<file path="src/design/mpa_pkg.sv">
package mpa_pkg;

   localparam int SAMPLE_W    = 16;
   localparam int OUT_INDEX_W = 18;
   localparam int CFG_W       = 7;
   localparam int POOL_W      = 3;
   localparam int CSR_INDEX_W = 3;

   localparam int MAX_WIDTH_DEF    = 64;
   localparam int MAX_HEIGHT_DEF   = 64;
   localparam int MAX_CHANNELS_DEF = 64;
   localparam int MAX_POOL_DEF     = 4;

   localparam logic [CFG_W-1:0]  WIDTH_RST    = 7'd28;
   localparam logic [CFG_W-1:0]  HEIGHT_RST   = 7'd28;
   localparam logic [CFG_W-1:0]  CHANNELS_RST = 7'd1;
   localparam logic [POOL_W-1:0] POOL_RST     = 3'd2;
   localparam logic [POOL_W-1:0] STRIDE_RST   = 3'd2;

   typedef enum logic [CSR_INDEX_W-1:0] {
      CSR_PLANE_WIDTH   = 3'd0,
      CSR_PLANE_HEIGHT  = 3'd1,
      CSR_CHANNEL_COUNT = 3'd2,
      CSR_POOL_SIZE     = 3'd3,
      CSR_STRIDE        = 3'd4
   } csr_index_type;

   typedef struct packed {
      logic signed [SAMPLE_W-1:0] sample;
   } req_payload_type;

   typedef struct packed {
      logic signed [SAMPLE_W-1:0] max_value;
      logic [OUT_INDEX_W-1:0]     max_index;
      logic                       last_window;
      logic                       shape_error;
   } rsp_payload_type;

   // exact for n below 128: quotients by reciprocal multiply, then a remainder check
   function automatic logic divides(input logic [CFG_W-1:0] n, input logic [POOL_W-1:0] s);
      logic [14:0]      p3;
      logic [14:0]      p5;
      logic [14:0]      p7;
      logic [CFG_W-1:0] q3;
      logic [CFG_W-1:0] q5;
      logic [CFG_W-1:0] q6;
      logic [CFG_W-1:0] q7;
      logic             ok;
      p3 = 15'(n) * 15'd171;
      p5 = 15'(n) * 15'd205;
      p7 = 15'(n) * 15'd147;
      q3 = CFG_W'(p3 >> 9);
      q5 = CFG_W'(p5 >> 10);
      q7 = CFG_W'(p7 >> 10);
      q6 = q3 >> 1;
      unique case (s)
         3'd0: ok = 1'b0;
         3'd1: ok = 1'b1;
         3'd2: ok = ~n[0];
         3'd3: ok = (n == CFG_W'(q3 * 7'd3));
         3'd4: ok = (n[1:0] == 2'd0);
         3'd5: ok = (n == CFG_W'(q5 * 7'd5));
         3'd6: ok = (n == CFG_W'(q6 * 7'd6));
         3'd7: ok = (n == CFG_W'(q7 * 7'd7));
      endcase
      return ok;
   endfunction

endpackage

</file>
<file path="src/design/mpa_if.sv">
interface mpa_req_if;
   logic                     valid;
   logic                     ready;
   mpa_pkg::req_payload_type payload;

   modport source (output valid, output payload, input ready);
   modport sink (input valid, input payload, output ready);
endinterface

interface mpa_rsp_if;
   logic                     valid;
   logic                     ready;
   mpa_pkg::rsp_payload_type payload;

   modport source (output valid, output payload, input ready);
   modport sink (input valid, input payload, output ready);
endinterface

</file>
<file path="src/design/mpa_line_store.sv">
module mpa_line_store #(
   parameter int MAX_WIDTH = mpa_pkg::MAX_WIDTH_DEF,
   parameter int MAX_POOL  = mpa_pkg::MAX_POOL_DEF
) (
   input  logic                                         clock,
   input  logic                                         wr_en,
   input  logic [(MAX_POOL > 1 ? $clog2(MAX_POOL) : 1)-1:0] wr_lane,
   input  logic [$clog2(MAX_WIDTH)-1:0]                 wr_addr,
   input  logic [mpa_pkg::SAMPLE_W-1:0]                 wr_data,
   input  logic                                         rd_en,
   input  logic [$clog2(MAX_WIDTH)-1:0]                 rd_addr,
   output logic [MAX_POOL-1:0][mpa_pkg::SAMPLE_W-1:0]   rd_data
);

   localparam int LW = (MAX_POOL > 1) ? $clog2(MAX_POOL) : 1;

   for (genvar l = 0; l < MAX_POOL; l++) begin : g_lane
      logic [mpa_pkg::SAMPLE_W-1:0] mem [MAX_WIDTH];
      logic [mpa_pkg::SAMPLE_W-1:0] rd_ff;

      always_ff @(posedge clock) begin
         if (wr_en && (wr_lane == LW'(l))) begin
            mem[wr_addr] <= wr_data;
         end
         if (rd_en) begin
            rd_ff <= mem[rd_addr];
         end
      end

      assign rd_data[l] = rd_ff;
   end

endmodule

</file>
<file path="src/design/mpa_cell.sv">
module mpa_cell #(
   parameter int IDX_W = mpa_pkg::OUT_INDEX_W
) (
   input  logic                                clock,
   input  logic                                shift_en,
   input  logic signed [mpa_pkg::SAMPLE_W-1:0] prev_val,
   input  logic [IDX_W-1:0]                    prev_idx,
   input  logic signed [mpa_pkg::SAMPLE_W-1:0] col_val,
   input  logic [IDX_W-1:0]                    col_idx,
   output logic signed [mpa_pkg::SAMPLE_W-1:0] next_val,
   output logic [IDX_W-1:0]                    next_idx,
   output logic signed [mpa_pkg::SAMPLE_W-1:0] hold_val,
   output logic [IDX_W-1:0]                    hold_idx
);

   logic signed [mpa_pkg::SAMPLE_W-1:0] val_ff;
   logic signed [mpa_pkg::SAMPLE_W-1:0] val_in;
   logic [IDX_W-1:0]                    idx_ff;
   logic [IDX_W-1:0]                    idx_in;
   logic                                col_wins;

   // newer column wins on a larger value, or on a tie from an earlier row
   always_comb begin
      col_wins = (col_val > prev_val) || ((col_val == prev_val) && (col_idx < prev_idx));
      val_in   = col_wins ? col_val : prev_val;
      idx_in   = col_wins ? col_idx : prev_idx;
   end

   always_ff @(posedge clock) begin
      if (shift_en) begin
         val_ff <= val_in;
         idx_ff <= idx_in;
      end
   end

   assign next_val = val_in;
   assign next_idx = idx_in;
   assign hold_val = val_ff;
   assign hold_idx = idx_ff;

endmodule

</file>
<file path="src/design/max_pool_argmax_core.sv">
// Path: the item completing a window is registered in stage 1 (line store read at the
// accepting edge), then column compare into stage 2, index add into stage 3 and cell chain
// into the output register; all stages hold while req_ch.ready is low.
// Throughput: one item per cycle; req_ch.ready follows the output register and rsp_ch.ready.
// Reset: synchronous; clears the position counters, error latch and stage valids and loads
// the default shape. Line store and cells keep their contents.
module max_pool_argmax_core #(
   parameter int MAX_WIDTH    = mpa_pkg::MAX_WIDTH_DEF,
   parameter int MAX_HEIGHT   = mpa_pkg::MAX_HEIGHT_DEF,
   parameter int MAX_CHANNELS = mpa_pkg::MAX_CHANNELS_DEF,
   parameter int MAX_POOL     = mpa_pkg::MAX_POOL_DEF
) (
   input  logic                                clock,
   input  logic                                reset,
   mpa_req_if.sink                             req_ch,
   mpa_rsp_if.source                           rsp_ch,
   input  logic                                csr_wr_en,
   input  logic [mpa_pkg::CSR_INDEX_W-1:0]     csr_index,
   input  logic [mpa_pkg::CFG_W-1:0]           csr_wr_data
);

   localparam int CFG_W    = mpa_pkg::CFG_W;
   localparam int POOL_W   = mpa_pkg::POOL_W;
   localparam int SW       = mpa_pkg::SAMPLE_W;
   localparam int XW       = $clog2(MAX_WIDTH);
   localparam int YW       = $clog2(MAX_HEIGHT);
   localparam int ZW       = (MAX_CHANNELS > 1) ? $clog2(MAX_CHANNELS) : 1;
   localparam int LW       = (MAX_POOL > 1) ? $clog2(MAX_POOL) : 1;
   localparam int IDX_BITS = $clog2(MAX_WIDTH * MAX_HEIGHT * MAX_CHANNELS);
   localparam int IDX_W    = (IDX_BITS > mpa_pkg::OUT_INDEX_W) ? IDX_BITS : mpa_pkg::OUT_INDEX_W;
   localparam int XCW      = ((XW > CFG_W) ? XW : CFG_W) + 1;
   localparam int YCW      = ((YW > CFG_W) ? YW : CFG_W) + 1;
   localparam int ZCW      = ((ZW > CFG_W) ? ZW : CFG_W) + 1;
   localparam int DW       = LW + CFG_W;

   logic [CFG_W-1:0]  width_ff, width_in;
   logic [CFG_W-1:0]  height_ff, height_in;
   logic [CFG_W-1:0]  chans_ff, chans_in;
   logic [POOL_W-1:0] pool_ff, pool_in;
   logic [POOL_W-1:0] stride_ff, stride_in;

   logic [XW-1:0]     col_ff, col_in;
   logic [YW-1:0]     row_ff, row_in;
   logic [ZW-1:0]     chan_ff, chan_in;
   logic [POOL_W-1:0] cx_ff, cx_in;
   logic [POOL_W-1:0] cy_ff, cy_in;
   logic [LW-1:0]     lane_ff, lane_in;
   logic [IDX_W-1:0]  base_ff, base_in;
   logic              err_ff, err_in;

   logic              adv;
   logic              accept;
   logic              first;
   logic              shape_ok;
   logic              take;
   logic              err_now;
   logic              step;
   logic [POOL_W-1:0] cx_eff;
   logic [POOL_W-1:0] cy_eff;
   logic              emit_now;
   logic              x_end;
   logic              y_end;
   logic              z_end;
   logic              restart;

   logic              s1_valid_ff, s1_err_ff, s1_emit_ff, s1_last_ff;
   logic signed [SW-1:0] s1_sample_ff;
   logic [XW-1:0]     s1_x_ff;
   logic [LW-1:0]     s1_lane_ff;
   logic [IDX_W-1:0]  s1_base_ff;
   logic [MAX_POOL-1:0][SW-1:0] rd_data;

   logic              s2_valid_ff, s2_err_ff, s2_emit_ff, s2_last_ff;
   logic signed [SW-1:0] s2_val_ff, s2_val_in;
   logic [LW-1:0]     s2_d_ff, s2_d_in;
   logic [XW-1:0]     s2_x_ff;
   logic [IDX_W-1:0]  s2_base_ff;

   logic              s3_valid_ff, s3_err_ff, s3_emit_ff, s3_last_ff;
   logic signed [SW-1:0] s3_val_ff;
   logic [IDX_W-1:0]  s3_idx_ff, s3_idx_in;
   logic [DW-1:0]     dw;

   logic signed [SW-1:0] cell_next_val [MAX_POOL];
   logic [IDX_W-1:0]     cell_next_idx [MAX_POOL];
   logic signed [SW-1:0] cell_hold_val [MAX_POOL];
   logic [IDX_W-1:0]     cell_hold_idx [MAX_POOL];
   logic                 shift_en;
   logic [LW-1:0]        pool_sel;
   logic signed [SW-1:0] res_val;
   logic [IDX_W-1:0]     res_idx;

   logic                     rsp_valid_ff, rsp_valid_in;
   mpa_pkg::rsp_payload_type rsp_payload_ff, rsp_payload_in;

   assign adv          = !rsp_valid_ff || rsp_ch.ready;
   assign req_ch.ready = adv;
   assign accept       = req_ch.valid && adv;

   always_comb begin
      shape_ok = (width_ff != '0) && (int'(width_ff) <= MAX_WIDTH) &&
                 (height_ff != '0) && (int'(height_ff) <= MAX_HEIGHT) &&
                 (chans_ff != '0) && (int'(chans_ff) <= MAX_CHANNELS) &&
                 (pool_ff != '0) && (int'(pool_ff) <= MAX_POOL) &&
                 (stride_ff != '0) &&
                 (width_ff >= CFG_W'(pool_ff)) && (height_ff >= CFG_W'(pool_ff)) &&
                 mpa_pkg::divides(width_ff - CFG_W'(pool_ff), stride_ff) &&
                 mpa_pkg::divides(height_ff - CFG_W'(pool_ff), stride_ff);
   end

   always_comb begin
      first    = (col_ff == '0) && (row_ff == '0) && (chan_ff == '0);
      take     = accept && !err_ff;
      err_now  = take && first && !shape_ok;
      step     = take && !(first && !shape_ok);
      cx_eff   = (col_ff == '0) ? (pool_ff - POOL_W'(1)) : cx_ff;
      cy_eff   = (row_ff == '0) ? (pool_ff - POOL_W'(1)) : cy_ff;
      emit_now = (cx_eff == '0) && (cy_eff == '0);
      x_end    = (XCW'(col_ff) + XCW'(1)) == XCW'(width_ff);
      y_end    = (YCW'(row_ff) + YCW'(1)) == YCW'(height_ff);
      z_end    = (ZCW'(chan_ff) + ZCW'(1)) == ZCW'(chans_ff);
   end

   always_comb begin
      width_in  = width_ff;
      height_in = height_ff;
      chans_in  = chans_ff;
      pool_in   = pool_ff;
      stride_in = stride_ff;
      col_in    = col_ff;
      row_in    = row_ff;
      chan_in   = chan_ff;
      cx_in     = cx_ff;
      cy_in     = cy_ff;
      lane_in   = lane_ff;
      base_in   = base_ff;
      err_in    = err_ff;
      restart   = 1'b0;
      if (csr_wr_en) begin
         restart = 1'b1;
         unique case (mpa_pkg::csr_index_type'(csr_index))
            mpa_pkg::CSR_PLANE_WIDTH:   width_in  = csr_wr_data;
            mpa_pkg::CSR_PLANE_HEIGHT:  height_in = csr_wr_data;
            mpa_pkg::CSR_CHANNEL_COUNT: chans_in  = csr_wr_data;
            mpa_pkg::CSR_POOL_SIZE:     pool_in   = csr_wr_data[POOL_W-1:0];
            mpa_pkg::CSR_STRIDE:        stride_in = csr_wr_data[POOL_W-1:0];
            default:                    restart   = 1'b0;
         endcase
         if (restart) begin
            col_in  = '0;
            row_in  = '0;
            chan_in = '0;
            lane_in = '0;
            base_in = '0;
            err_in  = 1'b0;
         end
      end else if (err_now) begin
         err_in = 1'b1;
      end else if (step) begin
         cx_in = (cx_eff == '0) ? (stride_ff - POOL_W'(1)) : (cx_eff - POOL_W'(1));
         if (x_end) begin
            col_in  = '0;
            cy_in   = (cy_eff == '0) ? (stride_ff - POOL_W'(1)) : (cy_eff - POOL_W'(1));
            lane_in = (lane_ff == LW'(MAX_POOL - 1)) ? '0 : (lane_ff + LW'(1));
            base_in = base_ff + IDX_W'(width_ff);
            if (y_end) begin
               row_in = '0;
               if (z_end) begin
                  chan_in = '0;
                  base_in = '0;
               end else begin
                  chan_in = chan_ff + ZW'(1);
               end
            end else begin
               row_in = row_ff + YW'(1);
            end
         end else begin
            col_in = col_ff + XW'(1);
         end
      end
   end

   always_ff @(posedge clock) begin
      if (reset) begin
         width_ff  <= mpa_pkg::WIDTH_RST;
         height_ff <= mpa_pkg::HEIGHT_RST;
         chans_ff  <= mpa_pkg::CHANNELS_RST;
         pool_ff   <= mpa_pkg::POOL_RST;
         stride_ff <= mpa_pkg::STRIDE_RST;
         col_ff    <= '0;
         row_ff    <= '0;
         chan_ff   <= '0;
         cx_ff     <= '0;
         cy_ff     <= '0;
         lane_ff   <= '0;
         base_ff   <= '0;
         err_ff    <= 1'b0;
      end else begin
         width_ff  <= width_in;
         height_ff <= height_in;
         chans_ff  <= chans_in;
         pool_ff   <= pool_in;
         stride_ff <= stride_in;
         col_ff    <= col_in;
         row_ff    <= row_in;
         chan_ff   <= chan_in;
         cx_ff     <= cx_in;
         cy_ff     <= cy_in;
         lane_ff   <= lane_in;
         base_ff   <= base_in;
         err_ff    <= err_in;
      end
   end

   mpa_line_store #(
      .MAX_WIDTH (MAX_WIDTH),
      .MAX_POOL  (MAX_POOL)
   ) u_line_store (
      .clock   (clock),
      .wr_en   (step),
      .wr_lane (lane_ff),
      .wr_addr (col_ff),
      .wr_data (req_ch.payload.sample),
      .rd_en   (adv),
      .rd_addr (col_ff),
      .rd_data (rd_data)
   );

   always_ff @(posedge clock) begin
      if (reset) begin
         s1_valid_ff <= 1'b0;
         s2_valid_ff <= 1'b0;
         s3_valid_ff <= 1'b0;
         rsp_valid_ff <= 1'b0;
      end else if (adv) begin
         s1_valid_ff  <= take;
         s2_valid_ff  <= s1_valid_ff;
         s3_valid_ff  <= s2_valid_ff;
         rsp_valid_ff <= rsp_valid_in;
      end
   end

   always_ff @(posedge clock) begin
      if (adv) begin
         s1_err_ff    <= err_now;
         s1_emit_ff   <= emit_now;
         s1_last_ff   <= x_end && y_end && z_end;
         s1_sample_ff <= req_ch.payload.sample;
         s1_x_ff      <= col_ff;
         s1_lane_ff   <= lane_ff;
         s1_base_ff   <= base_ff;
      end
   end

   // column maximum over the window rows, oldest row first, strict compare
   always_comb begin
      logic                 have;
      logic signed [SW-1:0] cand;
      int                   t;
      have      = 1'b0;
      s2_val_in = s1_sample_ff;
      s2_d_in   = '0;
      for (int d = MAX_POOL - 1; d >= 0; d--) begin
         t = int'(s1_lane_ff) + MAX_POOL - d;
         if (t >= MAX_POOL) begin
            t = t - MAX_POOL;
         end
         cand = (d == 0) ? s1_sample_ff : $signed(rd_data[LW'(t)]);
         if (d < int'(pool_ff)) begin
            if (!have || (cand > s2_val_in)) begin
               s2_val_in = cand;
               s2_d_in   = LW'(d);
            end
            have = 1'b1;
         end
      end
   end

   always_ff @(posedge clock) begin
      if (adv) begin
         s2_err_ff  <= s1_err_ff;
         s2_emit_ff <= s1_emit_ff;
         s2_last_ff <= s1_last_ff;
         s2_val_ff  <= s2_val_in;
         s2_d_ff    <= s2_d_in;
         s2_x_ff    <= s1_x_ff;
         s2_base_ff <= s1_base_ff;
      end
   end

   always_comb begin
      dw        = DW'(s2_d_ff) * DW'(width_ff);
      s3_idx_in = s2_base_ff + IDX_W'(s2_x_ff) - IDX_W'(dw);
   end

   always_ff @(posedge clock) begin
      if (adv) begin
         s3_err_ff  <= s2_err_ff;
         s3_emit_ff <= s2_emit_ff;
         s3_last_ff <= s2_last_ff;
         s3_val_ff  <= s2_val_ff;
         s3_idx_ff  <= s3_idx_in;
      end
   end

   assign shift_en = adv && s3_valid_ff && !s3_err_ff;

   for (genvar k = 0; k < MAX_POOL; k++) begin : g_cell
      if (k == 0) begin : g_head
         mpa_cell #(.IDX_W (IDX_W)) u_cell (
            .clock    (clock),
            .shift_en (shift_en),
            .prev_val (s3_val_ff),
            .prev_idx (s3_idx_ff),
            .col_val  (s3_val_ff),
            .col_idx  (s3_idx_ff),
            .next_val (cell_next_val[k]),
            .next_idx (cell_next_idx[k]),
            .hold_val (cell_hold_val[k]),
            .hold_idx (cell_hold_idx[k])
         );
      end else begin : g_body
         mpa_cell #(.IDX_W (IDX_W)) u_cell (
            .clock    (clock),
            .shift_en (shift_en),
            .prev_val (cell_hold_val[k-1]),
            .prev_idx (cell_hold_idx[k-1]),
            .col_val  (s3_val_ff),
            .col_idx  (s3_idx_ff),
            .next_val (cell_next_val[k]),
            .next_idx (cell_next_idx[k]),
            .hold_val (cell_hold_val[k]),
            .hold_idx (cell_hold_idx[k])
         );
      end
   end

   always_comb begin
      pool_sel = LW'(pool_ff - POOL_W'(1));
      res_val  = cell_next_val[0];
      res_idx  = cell_next_idx[0];
      for (int k = 0; k < MAX_POOL; k++) begin
         if (pool_sel == LW'(k)) begin
            res_val = cell_next_val[k];
            res_idx = cell_next_idx[k];
         end
      end
   end

   always_comb begin
      rsp_valid_in = s3_valid_ff && (s3_err_ff || s3_emit_ff);
      if (s3_err_ff) begin
         rsp_payload_in.max_value   = '0;
         rsp_payload_in.max_index   = '0;
         rsp_payload_in.last_window = 1'b0;
         rsp_payload_in.shape_error = 1'b1;
      end else begin
         rsp_payload_in.max_value   = res_val;
         rsp_payload_in.max_index   = res_idx[mpa_pkg::OUT_INDEX_W-1:0];
         rsp_payload_in.last_window = s3_last_ff;
         rsp_payload_in.shape_error = 1'b0;
      end
   end

   always_ff @(posedge clock) begin
      if (adv) begin
         rsp_payload_ff <= rsp_payload_in;
      end
   end

   assign rsp_ch.valid   = rsp_valid_ff;
   assign rsp_ch.payload = rsp_payload_ff;

endmodule

</file>
<file path="src/flat_wrapper.sv">
// flat-port wrapper written by rule: the top's interface ports become plain ports
module max_pool_argmax_core_flat 
#(
   parameter int MAX_WIDTH    = mpa_pkg::MAX_WIDTH_DEF,
   parameter int MAX_HEIGHT   = mpa_pkg::MAX_HEIGHT_DEF,
   parameter int MAX_CHANNELS = mpa_pkg::MAX_CHANNELS_DEF,
   parameter int MAX_POOL     = mpa_pkg::MAX_POOL_DEF
)
  (clock, reset, csr_wr_en, csr_index, csr_wr_data, req_ch_valid, req_ch_payload, req_ch_ready, rsp_ch_valid, rsp_ch_payload, rsp_ch_ready);
  mpa_req_if req_ch_i ();
  mpa_rsp_if rsp_ch_i ();
  input  logic clock;
  input  logic reset;
  input  logic csr_wr_en;
  input  logic [mpa_pkg::CSR_INDEX_W-1:0] csr_index;
  input  logic [mpa_pkg::CFG_W-1:0] csr_wr_data;
  input wire logic [$bits(req_ch_i.valid)-1:0] req_ch_valid;
  input wire logic [$bits(req_ch_i.payload)-1:0] req_ch_payload;
  output wire logic [$bits(req_ch_i.ready)-1:0] req_ch_ready;
  output wire logic [$bits(rsp_ch_i.valid)-1:0] rsp_ch_valid;
  output wire logic [$bits(rsp_ch_i.payload)-1:0] rsp_ch_payload;
  input wire logic [$bits(rsp_ch_i.ready)-1:0] rsp_ch_ready;
  assign req_ch_i.valid = req_ch_valid;
  assign req_ch_i.payload = req_ch_payload;
  assign req_ch_ready = req_ch_i.ready;
  assign rsp_ch_valid = rsp_ch_i.valid;
  assign rsp_ch_payload = rsp_ch_i.payload;
  assign rsp_ch_i.ready = rsp_ch_ready;
  max_pool_argmax_core #(.MAX_WIDTH(MAX_WIDTH), .MAX_HEIGHT(MAX_HEIGHT), .MAX_CHANNELS(MAX_CHANNELS), .MAX_POOL(MAX_POOL)) u_core (.clock(clock), .reset(reset), .req_ch(req_ch_i), .rsp_ch(rsp_ch_i), .csr_wr_en(csr_wr_en), .csr_index(csr_index), .csr_wr_data(csr_wr_data));
endmodule
</file>
<file path="config.mk">
export PLATFORM = sky130hd
export DESIGN_NAME = max_pool_argmax_core_flat
export DESIGN_NICKNAME = d
export VERILOG_FILES = /design/src/design/mpa_pkg.sv /design/src/design/mpa_if.sv /design/src/design/mpa_line_store.sv /design/src/design/mpa_cell.sv /design/src/design/max_pool_argmax_core.sv /design/src/flat_wrapper.sv
export SDC_FILE = /design/constraint.sdc
export NUM_CORES = 2
export LEC_CHECK = 0
export BUFFER_PORTS_ARGS = -buffer_cell sky130_fd_sc_hd__buf_2
export CORE_MARGIN = 1.5
export CORE_UTILIZATION = 60
export DETAILED_ROUTE_END_ITERATION = 10
export MAX_ROUTING_LAYER = met4
export PLACE_DENSITY_LB_ADDON = 0.1
export RECOVER_POWER = 25
export SKIP_CTS_REPAIR_TIMING = 1
export SLEW_MARGIN = 30
export SYNTH_ARGS = -nofsm -noshare
export SYNTH_HDL_FRONTEND = slang
export SYNTH_SLANG_ARGS = --single-unit
export TNS_END_PERCENT = 1
</file>
<file path="constraint.sdc">
create_clock -name clock -period 12.57 [get_ports clock]
set_clock_uncertainty 0.05 [all_clocks]
set_input_delay 1.257 -clock clock [delete_from_list [all_inputs] [get_ports clock]]
set_output_delay 1.257 -clock clock [all_outputs]
set_load 0.005 [all_outputs]
</file>
==> flow_summary.toml <==
[pwr]
cellInternalPower_mw = 25.10
max-vdd-ir-drop_v = 0.0001282
total_power_mw = 32.69
p_leak_nw = 62.74
powerDensity_nw_per_um2 = 165.0
swShare = 0.2323
power.share.sequential = 0.517
comb_power_share = 0.080
clockPowerShare = 0.402
switchingPower_mw = 7.595

[place]
hpwlAfterDp_mm = 361.4
placement_cell_area_um2 = 184000
gp_congestion = 0.9830
dp_cells = 14337
dpl_worst_slack_ns = 1.363
place.port_buffers = 68

[critical_path]
crit_buf_inv = 2
critical_path.top_delay_family = "buffers and inverters"
worst_ep_arrival_time_ns = 11.65
cp_slowest_cell = "clkbuf_1"
worstPathCellList = "clkbuf_1 > clkbuf_1"
worst_path_most_repeated_cell = "clkbuf_1"
worst_setup_path_end_kind = "register"
setup.worst_path.class = "input port to register"
cp-start-kind = "input port"
cp_max_fo = 123
ff2ff_setup_slack_ns = 1.30
worst-endpoint-required_ns = 12.05
critical_path.max_stage_delay_ns = 6.04

[job]
max-cap-violations = 41

[routing]
finalWirelength_mm = 575.2
drt_pre_antenna_iters = 9
via_count = 109631
via_per_inst = 7.222
initialDrtViolationCount = 19186
antenna_left = 0
wl_per_cell_um = 37.89
drcViolationCount = 0

[floorplanning]
design.portCount = 69
die_area_um2 = 300000
die_width_um = 547.7
die_boundary_height_um = 547.7
num_rows = 199
core_um2 = 294600
start_util = 0.6044

[synthesis]
ys_dominant_reg_cell = "edfxtp_1"
number_of_standard_cells_after_synthesis = 10750
syn_nets = 11278
synth-edff-count = 4425
yosys_warnings = 0
synth.distinct_cells = 97
ys_async_sr_fraction = 0
postSynthRegisterBits = 4501
syn_area_um2 = 178000
post_synthesis_area_per_instance_um2 = 16.56
synth_seq_area_share = 0.7549

[grt]
antenna_violations_before_repair = 31
top_usage_layer = "met2"
grt_start_max_net_pins = 138
vias_in_the_first_global_route = 103022
use_met3 = 0.09060
grt.total_usage = 0.3908
wire_length_of_the_first_global_routing_pass_mm = 795.3
grtUsageMet2 = 0.5681
grtUsageMet1 = 0.5254
grt-ovfl-total = 0

[clock_tree]
clk_latency_ns = 0.97
clock_tree.buffer_depth = 4
clock_slew_at_the_register_clock_pins_of_the_worst_setup_and_hold_paths_ns = 0.06
buffer_type_at_the_clock_tree_root = "clkbuf_16"
tritoncts_num_sinks = 4501
tritoncts_clock_tree = "done"
htree_levels = 5
cts-buffers-inserted = 441

[timing]
fin_hold_viols = 0
final-max-slew-violation-count = 2501
post-route-period-util = 0.9688
grt_setup_unrepaired = "false"
tightestPinTransition_ns = 8.150
final_period_minus_worst_setup_slack_ns = 12.18
totalNegativeSetupSlack_ns = 0
timing.hold.ws_ns = 0.3282
fmax_mhz = 82.12
final.setup.worst_slack_ns = 0.3920
max_slew_margin = -4.433
setup-violations-final = 0

[finish]
finish.net_count = 11390
layout.core_utilization = 0.6725
synthToLayoutAreaGrowth_pct = 11.26
final_common_cell = "edfxtp_1"
final_layout_size_suffix_gt1_frac = 0.1164
final-instance-count-excl-fill = 15181
final_cell_mix = "edfxtp_1, a22oi_1, clkbuf_16"
post-route-cell-area_um2 = 198100
total_of_fill_cells_in_the_finished_design = 19635

[outcome]
outcome = "complete, but fails checks"
failed_checks = "capacitance limit, slew limit"

[worst_hold_path]
hold_class = "register to register"
-- kinds of logic (layout without fill, tap and decap cells) --
| family | count (synthesis) | in the layout | share of synthesized area |
|---|---|---|---|
| AOI/OAI and AO/OA | 3207 | 3207 | 0.1348 |
| xor gates and xnor gates | 87 | 87 | 0.004364 |
| adders and majority gates | 497 | 497 | 0.03792 |
| buffers and inverters | 974 | 1451 | 0.02087 |
| DFF | 4501 | 4501 | 0.7549 |
| muxes | 118 | 118 | 0.009537 |
| other | 0 | 35 | 0 |
| and+or+nand+nor | 1366 | 1366 | 0.03756 |
-- power by group through the flow --
| stage | Clock [mW] | Sequential, mW | Combinational [mW] |
|---|---|---|---|
| after floorplan | 0 | 17.1 | 1.50 |
| after detailed placement | 0 | 17.2 | 2.59 |
| final | 13.2 | 16.9 | 2.62 |
| after CTS | 13.2 | 16.9 | 2.61 |
| after global routing | 13.7 | 16.9 | 2.85 |
| after global placement | 0 | 17.2 | 2.55 |
-- final cells by class --
class / count / area (um^2) / area share
Inverter: 327 / 1235 / 0.006234
Clock inverter: 274 / 2776 / 0.01402
Clock buffer: 534 / 11510 / 0.05812
Timing Repair Buffer: 316 / 2381 / 0.01202
Tap cell: 3919 / 4903 / 0.02475
Sequential cell: 4501 / 134400 / 0.6785
Multi-Input combinational cell: 5275 / 40790 / 0.2059
Antenna cell: 35 / 87.58 / 0.0004421
-- worst reg2reg max path, delay by kind of cell, from the launching register on --
family	cells	cell delay [ns]
fa+ha+maj	9	3.61
simple gates	12	3.22
compound gates	10	2.49
buf+inv	3	0.71
flops	1	0.61
xor+xnor	1	0.14
mux	1	0.10
-- routing by layer --
metal,share of wire,wire length [um],vias up
li1,-,-,44449
met1,0.36,208200,55216
met2,0.45,258900,8651
met3,0.13,74740,1315
met4,0.058,33400,0
met5,0,0,-
-- final timing paths --
path / endpoint / cells past startpoint / startpoint
worst max-delay path: u_core.u_line_store.g_lane[2].mem[56][2] / 2 / req_ch_payload[2]
worst max register to register: u_core.u_line_store.g_lane[3].mem[35][7] / 36 / u_core.pool_ff[0]
worst min register to register: u_core.s3_emit_ff / 0 / u_core.s2_emit_ff
worst min-delay path: u_core.s3_emit_ff / 0 / u_core.s2_emit_ff
-- state kept, by name, summed over array words and instances (netlist names), 6 cells and up --
signal / flops
u_core.g_cell.g_head.u_cell.hold_idx: 18
u_core.rsp_ch.payload: 36
u_core.col_ff: 6
u_core.u_line_store.g_lane.rd_ff: 64
u_core.row_ff: 6
u_core.s1_x_ff: 6
u_core.g_cell.g_body.u_cell.hold_idx: 36
u_core.s1_base_ff: 18
u_core.s1_sample_ff: 16
u_core.s2_val_ff: 16
u_core.s3_val_ff: 16
u_core.width_ff: 7
u_core.height_ff: 7
u_core.s2_base_ff: 18
u_core.s2_x_ff: 6
u_core.chan_ff: 6
u_core.base_ff: 18
u_core.s3_idx_ff: 18
u_core.u_line_store.g_lane.mem: 4096
u_core.g_cell.g_head.u_cell.hold_val: 16
u_core.g_cell.g_body.u_cell.hold_val: 32
u_core.chans_ff: 7
-- synthesized netlist by cell type (68+ instances only) --
library cell	n	share of area
inv_1	324	0.0068
a31oi_1	222	0.0078
nor2_1	400	0.0084
a221oi_1	216	0.011
nand3_1	96	0.0027
a21oi_1	205	0.0058
a22oi_1	1633	0.069
nor4_1	114	0.0040
buf_1	82	0.0017
nand2_1	350	0.0074
ha_1	426	0.030
fa_1	71	0.0080
o21ai_0	164	0.0046
dfxtp_1	76	0.0085
a22o_1	221	0.011
nand4_1	96	0.0034
clkbuf_1	533	0.011
edfxtp_1	4425	0.75
mux2i_1	68	0.0038
a41oi_1	249	0.012
(Power assumes the default switching activity.)
